===== src/design/prp_pkg.sv =====
// ----------------------------------------------------------------------------
// prp_pkg
// types, command and register codes shared by the pagerank push core
// ----------------------------------------------------------------------------
`default_nettype none
package prp_pkg;
  localparam int unsigned MaxNodes = 2048;
  localparam int unsigned IdxW = $clog2(MaxNodes);
  localparam int unsigned CntW = IdxW + 1;

  localparam logic [2:0] KindLoad   = 3'd0;
  localparam logic [2:0] KindStart  = 3'd1;
  localparam logic [2:0] KindEdge   = 3'd2;
  localparam logic [2:0] KindFinish = 3'd3;
  localparam logic [2:0] KindRead   = 3'd4;

  localparam logic [1:0] StatOk     = 2'd0;
  localparam logic [1:0] StatIndex  = 2'd1;
  localparam logic [1:0] StatDegree = 2'd2;

  localparam logic [1:0] RegAlpha = 2'd0;
  localparam logic [1:0] RegBase  = 2'd1;
  localparam logic [1:0] RegEps   = 2'd2;
  localparam logic [1:0] RegNodes = 2'd3;

  // divider request
  typedef struct packed {
    logic        start;
    logic [47:0] dividend;
    logic [11:0] divisor;
  } div_req_t;

  typedef struct packed {
    logic        done;
    logic [47:0] quotient;
  } div_rsp_t;
endpackage
`default_nettype wire


===== src/design/prp_divider.sv =====
// ----------------------------------------------------------------------------
// prp_divider
// restoring radix-2 divider, one quotient bit per cycle
// ----------------------------------------------------------------------------
`default_nettype none
module prp_divider (
  input  wire logic              clk_i,
  input  wire logic              rst_ni,
  input  wire prp_pkg::div_req_t req_i,
  output prp_pkg::div_rsp_t      rsp_o
);
  import prp_pkg::*;

  logic [47:0] quo_q, quo_d;
  logic [12:0] rem_q, rem_d;
  logic [11:0] dvs_q, dvs_d;
  logic [5:0]  cnt_q, cnt_d;
  logic        busy_q, busy_d, done_q, done_d;
  logic [12:0] trial;
  logic [13:0] sub;

  always_comb begin
    quo_d = quo_q; rem_d = rem_q; dvs_d = dvs_q;
    cnt_d = cnt_q; busy_d = busy_q; done_d = 1'b0;
    trial = {rem_q[11:0], quo_q[47]};
    sub = {1'b0, trial} - {2'b0, dvs_q};
    if (req_i.start) begin
      quo_d = req_i.dividend; rem_d = '0; dvs_d = req_i.divisor;
      cnt_d = 6'd0; busy_d = 1'b1;
    end else if (busy_q) begin
      if (!sub[13]) begin
        rem_d = sub[12:0]; quo_d = {quo_q[46:0], 1'b1};
      end else begin
        rem_d = trial; quo_d = {quo_q[46:0], 1'b0};
      end
      cnt_d = cnt_q + 6'd1;
      if (cnt_q == 6'd47) begin
        busy_d = 1'b0; done_d = 1'b1;
      end
    end
  end

  always_ff @(posedge clk_i or negedge rst_ni) begin
    if (!rst_ni) begin
      busy_q <= 1'b0; done_q <= 1'b0; cnt_q <= '0;
    end else begin
      busy_q <= busy_d; done_q <= done_d; cnt_q <= cnt_d;
    end
  end

  always_ff @(posedge clk_i) begin
    quo_q <= quo_d; rem_q <= rem_d; dvs_q <= dvs_d;
  end

  assign rsp_o.done = done_q;
  assign rsp_o.quotient = quo_q;
endmodule
`default_nettype wire


===== config.mk =====
export PLATFORM = sky130hd
export DESIGN_NAME = prp_divider
export DESIGN_NICKNAME = d
export VERILOG_FILES = /design/src/design/prp_pkg.sv /design/src/design/prp_divider.sv
export SDC_FILE = /design/constraint.sdc
export NUM_CORES = 1
export LEC_CHECK = 0
export ABC_AREA = 0
export BUFFER_PORTS_ARGS = -buffer_cell sky130_fd_sc_hd__buf_2
export CAP_MARGIN = 20
export CORE_MARGIN = 3
export CORE_UTILIZATION = 50
export DETAILED_ROUTE_END_ITERATION = 8
export GPL_ROUTABILITY_DRIVEN = 0
export PLACE_DENSITY = 0.77
export SYNTH_ARGS = -nofsm -noshare
export SYNTH_HDL_FRONTEND = slang
export SYNTH_SLANG_ARGS = --single-unit

===== constraint.sdc =====
create_clock -name clk_i -period 3.35 [get_ports clk_i]
set_clock_uncertainty 0.1 [all_clocks]
set_input_delay 0.335 -clock clk_i [delete_from_list [all_inputs] [get_ports clk_i]]
set_output_delay 0.335 -clock clk_i [all_outputs]
set_load 0.05 [all_outputs]

; ---- Word level (Yosys, flattened, before mapping)
; Cells that the tools add are included.
[totals]
elab_cells = 22
ff_bits = 80
output_inout_bits = 49
[op_classes]
add_sub_neg = 2
n_reduce_logical = 1
muxes = 12
n_eq_ne = 1
[op_table]
columns = cell, count
row1 = 2-to-1 mux 48 bit, 2
row2 = subtractor 13 x 12 -> 14 bit, 1
row3 = 2-to-1 mux 12 bit, 1
row4 = 2-to-1 mux 6 bit, 2
row5 = 2-to-1 mux 1 bit, 7
row6 = "adder 6 x 1 -> 6 bit, second input constant", 1
row7 = "equality test 6 bit, second input constant", 1
row8 = nonzero test 2 bit, 1

; ---- Depth between registers and ports, before layout
[logic_depth]
word_depth = 4
mapped_depth = 10
ltp_nobuf = 10

; ---- Worst setup path before layout
; OpenSTA, ideal clock, no wires.
[synth_path]
path_type = register to register
start = reg quo_q[47]
end = reg rem_q[10]
period_less_slack_ns = 2.672
arrival_ns = 2.484
setup_ns = 0.088
path_stages_with_launch = 11
setup_slack_ns = 0.678
t_required_ns = 3.162
cell_sequence = edfxtp_1 > inv_1 > ha_1 > inv_1 > fa_1 > a21o_1 > a221oi_4 > a21oi_2 > o311ai_2 > nand3_1 > a311oi_2
[synth_via]
elab_chain_cells = 2
[synth_lines]
columns = item, line_no
row1 = start: declaration, prp_divider.sv:14  ; logic [47:0] quo_q, quo_d;
row2 = start signal: assignment, prp_divider.sv:52  ; quo_q <= quo_d; rem_q <= rem_d; dvs_q <= dvs_d;
row3 = subtractor 13 x 12 -> 14 bit, prp_divider.sv:26  ; sub = {1'b0, trial} - {2'b0, dvs_q};
row4 = 2-to-1 mux 12 bit, prp_divider.sv:31  ; if (!sub[13]) begin
row5 = end signal: assignment, prp_divider.sv:52
row6 = end: declaration, prp_divider.sv:15  ; logic [12:0] rem_q, rem_d;
; Every way passes these cells.
; A chain may end at the register's enable or synchronous reset.

; ---- Final worst setup path
; Ends and elaborated chain as after synthesis.

==> reports/qor.yml <==
yosys:
  yosys.area.top_type: "edfxtp_1"
  synth_area_per_cell_um2: 13.1
  syn_nets: 380
  ys_warn_count: 0
  ys_types: 55
  yosysSeqAreaShare_pct: 56.4
  synth-async-reset-ratio_pct: 10.0
  netlist_instances: 303
  synth-edff-count: 60
  synth_area_leaders: "edfxtp_1 (45%), mux2_2 (13%), dfxtp_1 (6.0%)"
  synth_ff_type: "edfxtp_1"
  ys_ff_latch: 80
  synth_top_area_share_pct: 45.3
  synth_area_mm2: 0.00398
sta:
  final-setup-viol-count: 0
  setup_tns_ns: 0
  maxSlewViolCount: 0
  slew_headroom_pct: 34.2
  period_share_pct: 76.1
  timing.fmax_ghz: 0.392
  worst_slew_pin_slew_ns: 0.986
  period_minus_slack_ns: 2.55
  rsz0062_at_grt: "no"
  fin_hold_ws_ns: 0.0611
  fin_ws_ns: 0.801
  hold_violations: 0
min_path:
  hold-path-endpoint: "dvs_q[11]"
  min-delay-path-class: "in -> reg"
  whs_path_depth: 1
  hold_path_startpoint: "req_i[11]"
drt:
  drtIter0Drc: 208
  drc: 0
  first_pass_iters: 4
  ant_nets: 0
  wire_per_inst_um: 15.4
  wirelength_mm: 7.96
  num_vias: 2760
  via_per_inst: 5.34
critical_path:
  cp-start-kind: "flip-flop"
  rrSetupSlack_ns: 0.80
  arrival_ns: 2.70
  reg2regPathDepth: 10
  cp-end-kind: "flip-flop"
  cp_data_required_time_ns: 3.50
  critPathKind: "reg -> reg"
  crit_fanout: 3
  r2r_end: "rem_q[10]"
  r2r_start: "quo_q[47]"
die:
  fp.dieH_um: 95.2
  dieArea_mm2: 0.00906
  pin_count: 112
  rows: 31
  initial_core_util_pct: 53.1
  dieWidth_um: 95.2
  core-area_mm2: 0.00749
layout:
  final_net_count: 490
  mostFrequentLayoutCell: "buf_2"
  fill_cells: 589
  syn2layout_area_growth_pct: 20.0
  diodes: 0
  layout-drive-gt1-share_pct: 44.5
  final_util_pct: 63.8
  mostFrequentLayoutCells: "buf_2 (111), edfxtp_1 (60), mux2_2 (47)"
cts:
  cts_max_level: 3
  cts_tree: "done"
  clkTransAtPathRegs_ns: 0.08
  cts_setup_buffers: 0
  clkSinkCount: 80
  clk_path_buf_depth: 2
  clk_latency_ns: 0.35
  clockRootBuffer: "clkbuf_8"
  cts_buffers: 9
placed_design:
  hpwl_mm: 5.56
  place_ws_ns: 0.818
  io_buffers: 111
global_routing:
  grt_pass1_wl_mm: 12.3
  grt_pass1_vias: 2582
  overflow: 0
  grt_max_degree: 84
  grtUsageTotal_pct: 17.6
  antenna_found_initial: 0
run_status:
  status: "complete, no violations"
pwr:
  ir_drop_uv: 348
  p_leak_nw: 2.03
  power_density_mw_per_mm2: 512
run:
  max_cap_viol_count: 0
registers in the layout, summed over array words and instances (netlist names):
signal,flops
quo_q,48
dvs_q,12
rem_q,12
busy_q,1
done_q,1
cnt_q,6
through the flow:
step                      cells  total power [mW]  instance area (µm²)
after floorplan             303              1.62                 3980
final                       517              2.44                 4770
after global routing        517              2.56                 4770
after global placement      500              1.74                 4570
after detailed placement    500              1.76                 4570
after CTS                   517              2.47                 4770
what timing repair did:
item                       4_1_cts  5_1_grt
setup endpoints to repair        0        0
hold endpoints to repair         8        0
gates resized for setup          0        0
hold buffers                     1        0
worst max-delay path by stage:
stage | start | end | depth (start not counted)
CTS | quo_q[47] | rem_q[10] | 10
finish | quo_q[47] | rem_q[10] | 10
floorplan | quo_q[47] | rem_q[10] | 10
detailed placement | quo_q[47] | rem_q[10] | 10
global route | quo_q[47] | rem_q[10] | 10
global placement | quo_q[47] | rem_q[10] | 10
cell families (layout without fill, tap and decap cells):
kind of cell	after synthesis	in the layout	share of synthesized area, %
buffers and inverters	30	145	4.09
AO/OA/AOI/OAI	50	50	10.0
multiplexers	49	49	13.8
AND/OR/NAND/NOR	69	69	8.68
flip-flops	80	80	56.4
XOR/XNOR	11	11	2.42
adder cells (fa/ha/maj)	14	14	4.59
area by class of cell:
type / instances / area, µm² / area share (%)
Inverter: 15 / 56.3 / 1.18
Clock buffer: 10 / 128 / 2.67
Timing Repair Buffer: 114 / 581 / 12.2
Multi-Input combinational cell: 193 / 1570 / 32.9
Clock inverter: 6 / 70.1 / 1.47
Sequential cell: 80 / 2240 / 47.0
Tap cell: 99 / 124 / 2.60
power breakdown:
group	switching (mW)	internal, mW	total (mW)
Clock	0.361	0.348	0.710
Sequential	0.0387	1.16	1.20
Combinational	0.365	0.171	0.536
routing by layer:
metal	share of wire (%)	global-route usage, %	up-vias
met5	0	0	-
met1	42	22.9	1316
li1	-	-	1354
met3	5.3	4.26	14
met4	1.8	5.77	0
met2	51	28.8	76
synthesized netlist by cell type, types with 4 or more instances:
master     n
edfxtp_1  60
mux2_2    47
nor2_1    24
inv_1     15
ha_1      13
dfxtp_1   12
nand2_1   10
o21ai_1   10
nand3_1    9
a311oi_1   8
dfrtp_1    8
xor2_1     7
buf_6      6
a21oi_1    5
clkbuf_1   4
nand4_1    4
xnor2_1    4
worst max-delay path, stage by stage, from the launching register on:
cell,delay (ns)
edfxtp_1,0.38
inv_1,0.09
ha_1,0.17
inv_1,0.06
fa_1,0.39
a21o_1,0.21
a221oi_4,0.32
a21oi_2,0.13
o311ai_2,0.27
nand3_1,0.12
a311oi_2,0.23
No activity file was read; power rests on OpenSTA's default activity.
